**config.mk**
```make
export PLATFORM = sky130hd
export DESIGN_NAME = nearest_length_request_queue
export DESIGN_NICKNAME = d
export VERILOG_FILES = /design/src/rtl/core/nlrq_pkg.sv /design/src/rtl/core/nlrq_ctrl.sv /design/src/rtl/core/nlrq_dp.sv /design/src/rtl/core/nearest_length_request_queue.sv
export VERILOG_INCLUDE_DIRS = /design/src /design/src/rtl/core
export SDC_FILE = /design/constraint.sdc
export NUM_CORES = 2
export LEC_CHECK = 0
export BUFFER_PORTS_ARGS = -buffer_cell sky130_fd_sc_hd__buf_2
export CAP_MARGIN = 20
export CORE_MARGIN = 3
export CORE_UTILIZATION = 41
export DETAILED_ROUTE_END_ITERATION = 10
export PLACE_DENSITY = 0.53
export SYNTH_ARGS = -nofsm -noshare
export SYNTH_HDL_FRONTEND = slang
export SYNTH_SLANG_ARGS = --single-unit
```
**constraint.sdc**
```tcl
create_clock -name clk -period 9.9 [get_ports clk]
set_clock_uncertainty 0.1 [all_clocks]
set_input_delay 0.99 -clock clk [delete_from_list [all_inputs] [get_ports clk]]
set_output_delay 0.99 -clock clk [all_outputs]
set_load 0.05 [all_outputs]
```
**src/rtl/core/nearest_length_request_queue_macros.svh**
```systemverilog
// Assertion macros, included by the top-level queue module.
`ifndef NEAREST_LENGTH_REQUEST_QUEUE_MACROS_SVH
`define NEAREST_LENGTH_REQUEST_QUEUE_MACROS_SVH

// Same-cycle implication, disabled while reset is held.
`define NLRQ_ASSERT_IMP(label, clk, rst_n, ante, cons) \
  label: assert property (@(posedge clk) disable iff (!rst_n) (ante) |-> (cons)) \
    else $error("nlrq same-cycle check failed");

// Next-cycle implication, disabled while reset is held.
`define NLRQ_ASSERT_NXT(label, clk, rst_n, ante, cons) \
  label: assert property (@(posedge clk) disable iff (!rst_n) (ante) |=> (cons)) \
    else $error("nlrq next-cycle check failed");

`endif

```
**src/rtl/core/nlrq_pkg.sv**
```systemverilog
package nlrq_pkg;

  localparam int FIELD_W   = 20;
  localparam int IDEAL_W   = 24;
  localparam int CAP_W     = 32;
  localparam int WAIT_W    = 7;
  localparam int FRAC_BITS = 4;

  localparam logic ACT_ENQ  = 1'b0;
  localparam logic ACT_PULL = 1'b1;

  // Commands from the controller to the datapath.
  typedef struct packed {
    logic load;
    logic scan_rd;
    logic shift_start;
    logic shift_rd;
    logic remove;
    logic finish;
  } cmd_t;

  // Status from the datapath to the controller.
  typedef struct packed {
    logic empty;
    logic scan_last;
    logic pipe_busy;
    logic have;
    logic shift_done;
    logic out_free;
  } sts_t;

endpackage

```
**src/rtl/core/nlrq_ctrl.sv**
```systemverilog
module nlrq_ctrl (
  input  logic          clk,
  input  logic          rst_n,
  input  logic          in_valid,
  input  logic          in_action,
  input  nlrq_pkg::sts_t sts,
  output logic          in_ready,
  output nlrq_pkg::cmd_t cmd
);
  import nlrq_pkg::*;

  localparam logic [2:0] ST_IDLE   = 3'd0;
  localparam logic [2:0] ST_SCAN   = 3'd1;
  localparam logic [2:0] ST_DRAIN  = 3'd2;
  localparam logic [2:0] ST_SHIFT  = 3'd3;
  localparam logic [2:0] ST_FINISH = 3'd4;

  logic [2:0] state_r;
  logic [2:0] state_nxt;

  always_comb begin
    state_nxt = state_r;
    cmd       = '0;
    in_ready  = 1'b0;
    unique case (state_r)
      ST_IDLE: begin
        in_ready = 1'b1;
        if (in_valid) begin
          cmd.load = 1'b1;
          if (in_action == ACT_PULL && !sts.empty) begin
            state_nxt = ST_SCAN;
          end else begin
            state_nxt = ST_FINISH;
          end
        end
      end
      ST_SCAN: begin
        cmd.scan_rd = 1'b1;
        if (sts.scan_last) begin
          state_nxt = ST_DRAIN;
        end
      end
      ST_DRAIN: begin
        // Wait until the last compare has settled the best entry.
        if (!sts.pipe_busy) begin
          if (sts.have) begin
            cmd.shift_start = 1'b1;
            state_nxt       = ST_SHIFT;
          end else begin
            state_nxt = ST_FINISH;
          end
        end
      end
      ST_SHIFT: begin
        if (sts.shift_done) begin
          cmd.remove = 1'b1;
          state_nxt  = ST_FINISH;
        end else begin
          cmd.shift_rd = 1'b1;
        end
      end
      ST_FINISH: begin
        if (sts.out_free) begin
          cmd.finish = 1'b1;
          state_nxt  = ST_IDLE;
        end
      end
      default: begin
        state_nxt = ST_IDLE;
      end
    endcase
  end

  always_ff @(posedge clk) begin
    if (!rst_n) begin
      state_r <= ST_IDLE;
    end else begin
      state_r <= state_nxt;
    end
  end

endmodule

```
**src/rtl/core/nlrq_dp.sv**
```systemverilog
module nlrq_dp #(
  parameter int DEPTH       = 64,
  parameter int LENGTH_BITS = 20
) (
  input  logic                                clk,
  input  logic                                rst_n,
  input  nlrq_pkg::cmd_t                      cmd,
  output nlrq_pkg::sts_t                      sts,
  input  logic                                in_action,
  input  logic [nlrq_pkg::FIELD_W-1:0]        in_prompt_length,
  input  logic [nlrq_pkg::FIELD_W-1:0]        in_decode_total,
  input  logic [nlrq_pkg::IDEAL_W-1:0]        in_ideal_length_q4,
  input  logic signed [nlrq_pkg::CAP_W-1:0]   in_capacity_room,
  input  logic                                out_ready,
  output logic                                out_valid,
  output logic                                out_found,
  output logic [nlrq_pkg::FIELD_W-1:0]        out_prompt_length,
  output logic [nlrq_pkg::FIELD_W-1:0]        out_decode_total,
  output logic [nlrq_pkg::WAIT_W-1:0]         out_waiting_count,
  output logic                                out_rejected
);
  import nlrq_pkg::*;

  localparam int AW      = (DEPTH > 1) ? $clog2(DEPTH) : 1;
  localparam int CNT_W   = $clog2(DEPTH + 1);
  localparam int ENTRY_W = 2 * LENGTH_BITS;
  localparam int SCL_W   = LENGTH_BITS + FRAC_BITS;
  localparam int DEV_W   = (SCL_W > IDEAL_W) ? SCL_W : IDEAL_W;
  localparam logic [CNT_W-1:0] CNT_ONE  = CNT_W'(1);
  localparam logic [CNT_W-1:0] CNT_FULL = CNT_W'(DEPTH);

  // Entry store: prompt in the upper half, decode budget in the lower half.
  logic [ENTRY_W-1:0] mem [DEPTH];

  logic [CNT_W-1:0]       count_r;
  logic [CNT_W-1:0]       ptr_r;
  logic                   action_r;
  logic                   rej_r;
  logic [IDEAL_W-1:0]     ideal_r;
  logic [CAP_W-1:0]       cap_r;

  // Read stage.
  logic [ENTRY_W-1:0]     rd_data_r;
  logic [CNT_W-1:0]       rd_idx_r;
  logic                   rd_vld_r;
  logic                   sh_vld_r;

  // Distance stage.
  logic                   cmp_vld_r;
  logic                   fit_r;
  logic [DEV_W-1:0]       dev_r;
  logic [AW-1:0]          cmp_idx_r;
  logic [ENTRY_W-1:0]     cmp_data_r;

  // Best so far.
  logic                   have_r;
  logic [DEV_W-1:0]       best_dev_r;
  logic [AW-1:0]          best_idx_r;
  logic [ENTRY_W-1:0]     best_data_r;

  logic                   out_valid_r;
  logic                   out_found_r;
  logic [FIELD_W-1:0]     out_prompt_r;
  logic [FIELD_W-1:0]     out_decode_r;
  logic [WAIT_W-1:0]      out_wait_r;
  logic                   out_rej_r;

  logic                   full;
  logic                   enq_wr;
  logic [LENGTH_BITS-1:0] rd_prompt;
  logic [DEV_W-1:0]       scaled;
  logic [DEV_W-1:0]       ideal_x;
  logic [DEV_W-1:0]       dev;
  logic                   fit;
  logic [CNT_W-1:0]       sh_waddr;
  logic                   better;
  logic                   res_found;

  assign full      = (count_r == CNT_FULL);
  assign enq_wr    = cmd.load && (in_action == ACT_ENQ) && !full;
  assign rd_prompt = rd_data_r[ENTRY_W-1:LENGTH_BITS];
  assign scaled    = DEV_W'({rd_prompt, {FRAC_BITS{1'b0}}});
  assign ideal_x   = DEV_W'(ideal_r);
  assign dev       = (scaled >= ideal_x) ? (scaled - ideal_x) : (ideal_x - scaled);
  // A negative limit admits nothing; otherwise an unsigned compare suffices.
  assign fit       = !cap_r[CAP_W-1] && (CAP_W'(rd_prompt) <= cap_r);
  assign sh_waddr  = rd_idx_r - CNT_ONE;
  // Strictly smaller distance only, so the oldest entry keeps a tie.
  assign better    = cmp_vld_r && fit_r && (!have_r || (dev_r < best_dev_r));
  assign res_found = (action_r == ACT_PULL) && have_r;

  always_comb begin
    sts.empty      = (count_r == '0);
    sts.scan_last  = ((ptr_r + CNT_ONE) == count_r);
    sts.pipe_busy  = rd_vld_r || cmp_vld_r;
    sts.have       = have_r;
    sts.shift_done = (ptr_r == count_r);
    sts.out_free   = !out_valid_r || out_ready;
  end

  // Memory: one write port, one registered read port.
  always_ff @(posedge clk) begin
    if (enq_wr) begin
      mem[count_r[AW-1:0]] <= {LENGTH_BITS'(in_prompt_length),
                               LENGTH_BITS'(in_decode_total)};
    end else if (sh_vld_r) begin
      mem[sh_waddr[AW-1:0]] <= rd_data_r;
    end
    if (cmd.scan_rd || cmd.shift_rd) begin
      rd_data_r <= mem[ptr_r[AW-1:0]];
    end
  end

  // Payload registers.
  always_ff @(posedge clk) begin
    rd_idx_r   <= ptr_r;
    fit_r      <= fit;
    dev_r      <= dev;
    cmp_idx_r  <= rd_idx_r[AW-1:0];
    cmp_data_r <= rd_data_r;
    if (cmd.load) begin
      action_r <= in_action;
      rej_r    <= (in_action == ACT_ENQ) && full;
      ideal_r  <= in_ideal_length_q4;
      cap_r    <= in_capacity_room;
    end
    if (better) begin
      best_dev_r  <= dev_r;
      best_idx_r  <= cmp_idx_r;
      best_data_r <= cmp_data_r;
    end
    if (cmd.finish) begin
      out_found_r  <= res_found;
      out_prompt_r <= res_found ? FIELD_W'(best_data_r[ENTRY_W-1:LENGTH_BITS]) : '0;
      out_decode_r <= res_found ? FIELD_W'(best_data_r[LENGTH_BITS-1:0]) : '0;
      out_wait_r   <= WAIT_W'(count_r);
      out_rej_r    <= (action_r == ACT_ENQ) && rej_r;
    end
  end

  // Control registers.
  always_ff @(posedge clk) begin
    if (!rst_n) begin
      count_r     <= '0;
      ptr_r       <= '0;
      rd_vld_r    <= 1'b0;
      sh_vld_r    <= 1'b0;
      cmp_vld_r   <= 1'b0;
      have_r      <= 1'b0;
      out_valid_r <= 1'b0;
    end else begin
      rd_vld_r  <= cmd.scan_rd;
      sh_vld_r  <= cmd.shift_rd;
      cmp_vld_r <= rd_vld_r;
      if (enq_wr) begin
        count_r <= count_r + CNT_ONE;
      end else if (cmd.remove) begin
        count_r <= count_r - CNT_ONE;
      end
      if (cmd.load) begin
        ptr_r <= '0;
      end else if (cmd.shift_start) begin
        ptr_r <= CNT_W'(best_idx_r) + CNT_ONE;
      end else if (cmd.scan_rd || cmd.shift_rd) begin
        ptr_r <= ptr_r + CNT_ONE;
      end
      if (cmd.load) begin
        have_r <= 1'b0;
      end else if (better) begin
        have_r <= 1'b1;
      end
      if (cmd.finish) begin
        out_valid_r <= 1'b1;
      end else if (out_ready) begin
        out_valid_r <= 1'b0;
      end
    end
  end

  assign out_valid         = out_valid_r;
  assign out_found         = out_found_r;
  assign out_prompt_length = out_prompt_r;
  assign out_decode_total  = out_decode_r;
  assign out_waiting_count = out_wait_r;
  assign out_rejected      = out_rej_r;

endmodule

```
**src/rtl/core/nearest_length_request_queue.sv**
```systemverilog
// Chan  Handshake            Beat fields
// in_   in_valid/in_ready    action, prompt_length, decode_total, ideal_length_q4, capacity_room
// out_  out_valid/out_ready  found, prompt_length, decode_total, waiting_count, rejected
//
// One beat is in work at a time. An enqueue, or a pull on an empty store, goes from IDLE
// straight to FINISH, and the controller is back in IDLE, ready for the next beat, when
// the result shows. A pull reads every entry, drains the read, distance and compare
// stages, moves the later entries down over the chosen one, and loads the result
// register; when nothing fits the move is skipped. Reset (rst_n low, synchronous) empties
// the store but leaves entry contents; a stalled result only holds the next beat at its
// final step until the output register frees up.

module nearest_length_request_queue #(
  parameter int DEPTH       = 64,
  parameter int LENGTH_BITS = 20
) (
  input  logic                               clk,
  input  logic                               rst_n,
  input  logic                               in_valid,
  output logic                               in_ready,
  input  logic                               in_action,
  input  logic [nlrq_pkg::FIELD_W-1:0]       in_prompt_length,
  input  logic [nlrq_pkg::FIELD_W-1:0]       in_decode_total,
  input  logic [nlrq_pkg::IDEAL_W-1:0]       in_ideal_length_q4,
  input  logic signed [nlrq_pkg::CAP_W-1:0]  in_capacity_room,
  output logic                               out_valid,
  input  logic                               out_ready,
  output logic                               out_found,
  output logic [nlrq_pkg::FIELD_W-1:0]       out_prompt_length,
  output logic [nlrq_pkg::FIELD_W-1:0]       out_decode_total,
  output logic [nlrq_pkg::WAIT_W-1:0]        out_waiting_count,
  output logic                               out_rejected
);
  import nlrq_pkg::*;

  `include "nearest_length_request_queue_macros.svh"

  // The controller sequences accept, scan, drain, shift and finish; the
  // datapath owns the entry store, the distance pipeline and the result register.
  cmd_t cmd;
  sts_t sts;

  nlrq_ctrl u_ctrl (
    .clk       (clk),
    .rst_n     (rst_n),
    .in_valid  (in_valid),
    .in_action (in_action),
    .sts       (sts),
    .in_ready  (in_ready),
    .cmd       (cmd)
  );

  nlrq_dp #(
    .DEPTH       (DEPTH),
    .LENGTH_BITS (LENGTH_BITS)
  ) u_dp (
    .clk                (clk),
    .rst_n              (rst_n),
    .cmd                (cmd),
    .sts                (sts),
    .in_action          (in_action),
    .in_prompt_length   (in_prompt_length),
    .in_decode_total    (in_decode_total),
    .in_ideal_length_q4 (in_ideal_length_q4),
    .in_capacity_room   (in_capacity_room),
    .out_ready          (out_ready),
    .out_valid          (out_valid),
    .out_found          (out_found),
    .out_prompt_length  (out_prompt_length),
    .out_decode_total   (out_decode_total),
    .out_waiting_count  (out_waiting_count),
    .out_rejected       (out_rejected)
  );

  // A result never reports both a removed entry and a dropped enqueue.
  `NLRQ_ASSERT_IMP(a_found_rej_excl, clk, rst_n, out_valid, !(out_found && out_rejected))
  // The reported count never exceeds the store size.
  `NLRQ_ASSERT_IMP(a_count_bound, clk, rst_n, out_valid, out_waiting_count <= DEPTH)
  // Shifting only starts once a fitting entry has been chosen.
  `NLRQ_ASSERT_IMP(a_shift_has_best, clk, rst_n, cmd.shift_start, sts.have)
  // Finishing always presents a result on the next cycle.
  `NLRQ_ASSERT_NXT(a_finish_shows, clk, rst_n, cmd.finish, out_valid)

endmodule

```
* Word-level counts from Yosys, hierarchy flattened
Memory sizes are Yosys's and may differ from the RTL's. A register that Yosys moved wholly into a read port is not among the register bits. Index checks and enable logic that the tools add are counted.
Storage, ports and cells: flip-flop bits (word level) 276, memory bits (writable) 2560, word-level logic and storage cells 112, memories kept 1
Memories:
- u_dp.mem | depth 64, width 40, read ports 1, clocked after Yosys merged registers in 1, write ports 1, line nlrq_dp.sv:33 | logic [ENTRY_W-1:0] mem [DEPTH];
Cells by class: $add $sub $neg 7, $lt $le $gt $ge 3, equality and inequality tests 12, mux-type cells 35, bitwise operators 3, reduce and logical (&&, ||, !) cells 26
Operator list (count):
- subtractor 24 bit | 2
- 2-to-1 mux 40 bit | 1
- OR reduction 40 bit | 1
- less-or-equal comparator 20 x 32 -> 1 bit | 1
- 2-to-1 mux 7 bit | 4
- >= comparator 24 bit | 1
- < comparator 24 bit | 1
- 2-to-1 mux 24 bit | 1
- 2-to-1 mux 3 bit | 7
- 2-to-1 mux 1 bit | 19
- one-hot mux 3 bit (5 select lines) | 1
- adder 7 x 1 -> 7 bit, second input constant | 2
- equality test 7 bit | 2
- != test 2 bit, second input constant | 5
- logical AND 1 bit | 9
- adder 6 x 1 -> 7 bit, second input constant | 1
- equality test 7 bit, second input constant | 1
- zero test 7 bit | 1
- subtractor 7 x 1 -> 7 bit, second input constant | 1
- equality test 3 x 2 -> 1 bit, second input constant | 2
- 2-to-1 mux 6 bit | 1
- nonzero test 2 bit | 3
- subtractor 6 x 1 -> 6 bit, second input constant | 1
- zero test 1 bit | 5
- other kinds (8) | 13

* Depth between registers and ports, before layout
word-level depth 8, gate-level depth with buffers 12, gate-level depth less buffers 11

* Cells and area by module
A second synthesis with hierarchy kept.
Second synthesis, totals: cells, all modules 4995, area, all modules 111336.8 µm²
By module, submodules not included:
- nlrq_dp | times used 1, cells each 4957, area an instance 111072.8 µm², seq. area each 85311.8 µm²
- nlrq_ctrl | times used 1, cells each 38, area an instance 264.0 µm², seq. area each 60.1 µm²

* Worst setup path before layout
OpenSTA, ideal clock, no wires.
kind flip-flop to flip-flop, start point register u_dp.best_dev_r[17], end point register u_dp.best_data_r[0] (enable), arrival 5026 ps, required time 9279 ps, path slack 4253 ps, stages on the path, launching flop included 10, buffers on the path 0, clock period less this slack 5647 ps, path through edfxtp_1 > inv_1 > ha_1 > a21o_1 > a21o_1 > a21oi_1 > nor2_1 > a2111oi_0 > o22ai_1 > a21oi_1
Between the ends: cells in the longest elaborated chain, start to end 3
Ends and longest elaborated chain:
- from (decl) | line nlrq_dp.sv:57 | logic [DEV_W-1:0] best_dev_r;
- from (signal assigned) | line nlrq_dp.sv:128 | best_dev_r <= dev_r;
- < comparator 24 bit | line nlrq_dp.sv:89 | assign better = cmp_vld_r && fit_r && (!have_r || (dev_r < best_dev_r));
- logical OR 1 bit | line nlrq_dp.sv:89
- logical AND 1 bit | line nlrq_dp.sv:89
- named net u_dp.better | line nlrq_dp.sv:76 | logic better;
- to (signal assigned) | line nlrq_dp.sv:130 | best_data_r <= cmp_data_r;
- to (decl) | line nlrq_dp.sv:59 | logic [ENTRY_W-1:0] best_data_r;
The timed path passes the listed nets, and every way through them passes these cells. A chain may end at the register's enable or synchronous reset.

* Final worst setup path
start point register u_ctrl.state_r[1], end point memory u_dp.mem[56][4] in the netlist's numbering (enable)
Between the ends: cells in the longest elaborated chain, start to end 8, elaborated cells between the ends (all ways) 11, classes of those cells mux (7); reduce/logical (4)
Ends and longest elaborated chain:
- from (decl) | line nlrq_ctrl.sv:18 | logic [2:0] state_r;
- from (signal assigned) | line nlrq_ctrl.sv:78 | state_r <= state_nxt;
- zero test 3 bit * | line nlrq_ctrl.sv:25 | unique case (state_r)
- 2-to-1 mux 1 bit * | line nlrq_ctrl.sv:25
- logical AND 1 bit * (2 in a row) | line nlrq_dp.sv:80 | assign enq_wr = cmd.load && (in_action == ACT_ENQ) && !full;
- 2-to-1 mux 1 bit | line nlrq_dp.sv:103 | if (enq_wr) begin
- 2-to-1 mux 1 bit (not written as such) | line nlrq_dp.sv:107 | mem[sh_waddr[AW-1:0]] <= rd_data_r;
- OR reduction 40 bit (no line)
- 2-to-1 mux 6 bit (no line) or 2-to-1 mux 1 bit (tied branches)
- to (decl) | line nlrq_dp.sv:33
Every way passes the cells marked *; elsewhere a longest branch is shown, timed or not.

==> impl_metrics.py <==
metrics = {
    "floorplan": {
        "die_width_um": 526.5,
        "coreArea_um2": 268900,
        "placement_rows": 190,
        "chipHeight_um": 526.5,
        "io-pin-count": 152,
        "area_enclosed_by_the_die_boundary_um2": 277200,
        "initial_util": 0.4132,
    },
    "critical_path": {
        "critPathCaptureType": "register",
        "worst_ep_required_time_ns": 10.24,
        "crit_fanout": 43,
        "type_of_the_worst_setup_path": "register to register",
        "cp_data_arrival_time_ns": 5.92,
        "critical_path.startpoint_type": "register",
        "reg2regPathDepth": 9,
    },
    "final_layout": {
        "finish.net_count": 5483,
        "drive_gt1_frac": 0.3018,
        "cell_area_after_layout_um2": 126900,
        "area_growth_pct": 14.23,
        "stdcell_count": 9077,
        "finish.utilization": 0.4720,
    },
    "synthesis": {
        "yosys_most_used_dff": "edfxtp_1",
        "synth_cell_type_count": 73,
        "yosys.area.top_type": "edfxtp_1",
        "synth.ff_latch_count": 2876,
        "most_frequent_cell_after_synthesis": "edfxtp_1",
        "synth_top_area_cells": "edfxtp_1 75%, mux4_2 17%, dfxtp_1 1.8%",
        "synthCells": 4908,
        "synth_edf_count": 2777,
        "ys_top_cells_by_count": "2777 x edfxtp_1, 815 x mux4_2, 168 x nand2_1",
        "yosysWarnings": 0,
        "synthesis.area_um2": 111100,
        "synthesis.area_per_instance_um2": 22.64,
        "synthesis.nets": 5102,
        "synth-seq-area-share": 0.7685,
        "netlist.area_leader.share": 0.7506,
        "synthArstFlopShare": 0,
    },
    "detailed_routing": {
        "m1WireLength_um": 129700,
        "routed_via_density": 5.779,
        "drt_iter0_drc": 5929,
        "met2RoutedLength_um": 142100,
        "antenna_viol_nets_final": 0,
        "totalWireLength_um": 298600,
        "drt_pass1_iterations": 7,
        "drc_errors": 0,
        "dr.max_layer_used": "met5",
        "route.detailed.wl_per_inst_um": 32.89,
        "met3_wirelength_um": 19580,
        "vias": 52460,
    },
    "timing": {
        "holdWs_ns": 0.1990,
        "slew_headroom": 0.2043,
        "tightestPinTransition_ns": 1.194,
        "setup-tns-final_ns": 0,
        "finalWorstSetupSlack_ns": 4.321,
        "timing.fmax_mhz": 179.2,
        "rsz0062_at_grt": "false",
        "finalCritPeriodShare": 0.5636,
        "min_cycle_time_layout_ns": 5.579,
        "report.final.setup_viol": 0,
        "timing.final.max_slew_violations": 0,
        "hold_violations": 0,
    },
    "global_route": {
        "largest_net_degree_at_the_start_of_global_routing": 129,
        "grt_antenna_before_repair": 21,
        "grt_total_ovfl": 0,
        "wire_length_of_the_first_global_routing_pass_um": 420800,
        "grt.total_usage": 0.2140,
        "grt_pass1_vias": 53450,
    },
    "clocking": {
        "tritoncts": "built",
        "clkSlewWorstSetupHoldPaths_ns": 0.06,
        "cts_made_buffers": 310,
        "clk_root_buffer_cell": "clkbuf_16",
        "clk_latency_ns": 0.86,
        "cts.hold.buffers_added": 0,
        "clockBufferDepth": 4,
        "cts.htree.levels": 5,
        "tritoncts_num_sinks": 2876,
        "cts-resized-gates": 0,
        "post_cts_setup_repair_buffer_count": 0,
    },
    "power_and_ir_drop": {
        "p_clk_frac": 0.376,
        "power.density_cell_area_nw_per_um2": 234.5,
        "p_switching_mw": 7.562,
        "static-leakage-power_nw": 39.57,
        "total_power_mw": 29.76,
        "internal-power_mw": 22.19,
        "swShare": 0.2541,
        "power_frac_seq": 0.478,
        "power.ir.vdd_worst_mv": 0.1295,
        "power.share.combinational": 0.147,
    },
    "hold_path": {
        "worst_hold_check_path_type": "primary input to register",
        "worstHoldPathCells": 1,
    },
    "placement": {
        "dp_hpwl_um": 167300,
        "post-place-cells": 8528,
        "place_area_um2": 117200,
        "port_buffers": 151,
        "dp_slack_ns": 3.858,
        "place_congestion": 0.8465,
    },
    "status": {
        "outcome": "completed",
    },
    "run": {
        "cap_viol_max_count": 0,
    },
}
-- power groups by stage --
stage	Sequential [mW]	Combinational (mW)	Clock (mW)
after CTS	14.2	4.45	11.4
final	14.2	4.36	11.2
after detailed placement	14.5	4.43	0
after global placement	14.5	4.40	0
after global routing	14.2	4.69	11.9
after floorplan	14.5	2.86	0
-- layout make-up --
class | count | area, µm²
clock inverters | 154 | 1319
multi-input cells | 1689 | 24900
clock buffers | 390 | 8383
fillers | 21960 | 142000
diodes | 4 | 10.01
well taps | 3552 | 4444
inverters | 103 | 386.6
repair buffers | 309 | 2062
flip-flops and latches | 2876 | 85400
-- kinds of logic after synthesis --
logic type / after synthesis / share of synthesized area
adder cells (fa/ha/maj): 93 / 0.01061
multiplexers: 862 / 0.1696
XOR/XNOR: 49 / 0.003863
AND/OR/NAND/NOR: 432 / 0.01800
AO/OA/AOI/OAI: 253 / 0.01531
flip-flops: 2876 / 0.7685
buffers and inverters: 343 / 0.01419
-- sequential cells by signal (all words and copies together), names as in the netlist, 7 cells and up --
signal                  cells
u_dp.cmp_data_r            40
u_dp.rd_data_r             40
u_dp.cap_r                 32
u_dp.best_dev_r            24
u_dp.best_data_r           40
u_dp.out_waiting_count      7
u_dp.ptr_r                  7
u_dp.ideal_r               24
u_dp.out_prompt_length     20
u_dp.out_decode_total      20
u_dp.dev_r                 24
u_dp.count_r                7
u_dp.mem                 2560
-- worst max-delay path, cell delays in order, from the launching register on --
cell	delay [ns]
dfxtp_1	0.39
or3_4	0.44
a311oi_4	0.56
nand2b_4	0.52
buf_4	0.74
nor2_1	0.19
a21oi_1	0.25
nand2_1	0.28
nor2_4	0.87
buf_4	0.65
-- layer usage --
layer / vias up / GRT usage
li1: 21420 / -
met1: 28840 / 0.3125
met2: 1833 / 0.3382
met3: 359 / 0.03434
met4: 4 / 0.05410
met5: - / 0
-- placed cells by master (no fill, tap or decap), types with 61 or more instances in the layout --
| cell | synthesis | final |
|---|---|---|
| edfxtp_1 | 2777 | 2777 |
| clkinv_1 | 1 | 67 |
| clkbuf_16 | 0 | 322 |
| inv_1 | 102 | 101 |
| ha_1 | 91 | 91 |
| mux4_2 | 815 | 815 |
| nor2_4 | 0 | 64 |
| dfxtp_1 | 99 | 92 |
| clkbuf_1 | 121 | 61 |
| nand2_1 | 168 | 163 |
| buf_4 | 44 | 149 |
| buf_2 | 51 | 151 |
-- worst paths after layout --
check / slack, ns / from / endpoint
worst min-delay path: 0.20 / in_ideal_length_q4[12] / u_dp.ideal_r[12]$_DFFE_PN_
worst max register to register: 4.32 / u_ctrl.state_r[1]$_SDFFE_PN0P_ / u_dp.mem[56][4]$_DFFE_PP_
worst max-delay path: 4.32 / u_ctrl.state_r[1]$_SDFFE_PN0P_ / u_dp.mem[56][4]$_DFFE_PP_
worst min register to register: 0.25 / u_dp.rd_data_r[13]$_DFFE_PP_ / u_dp.cmp_data_r[13]$_DFF_P_
Power figures use the tool's default switching activity.
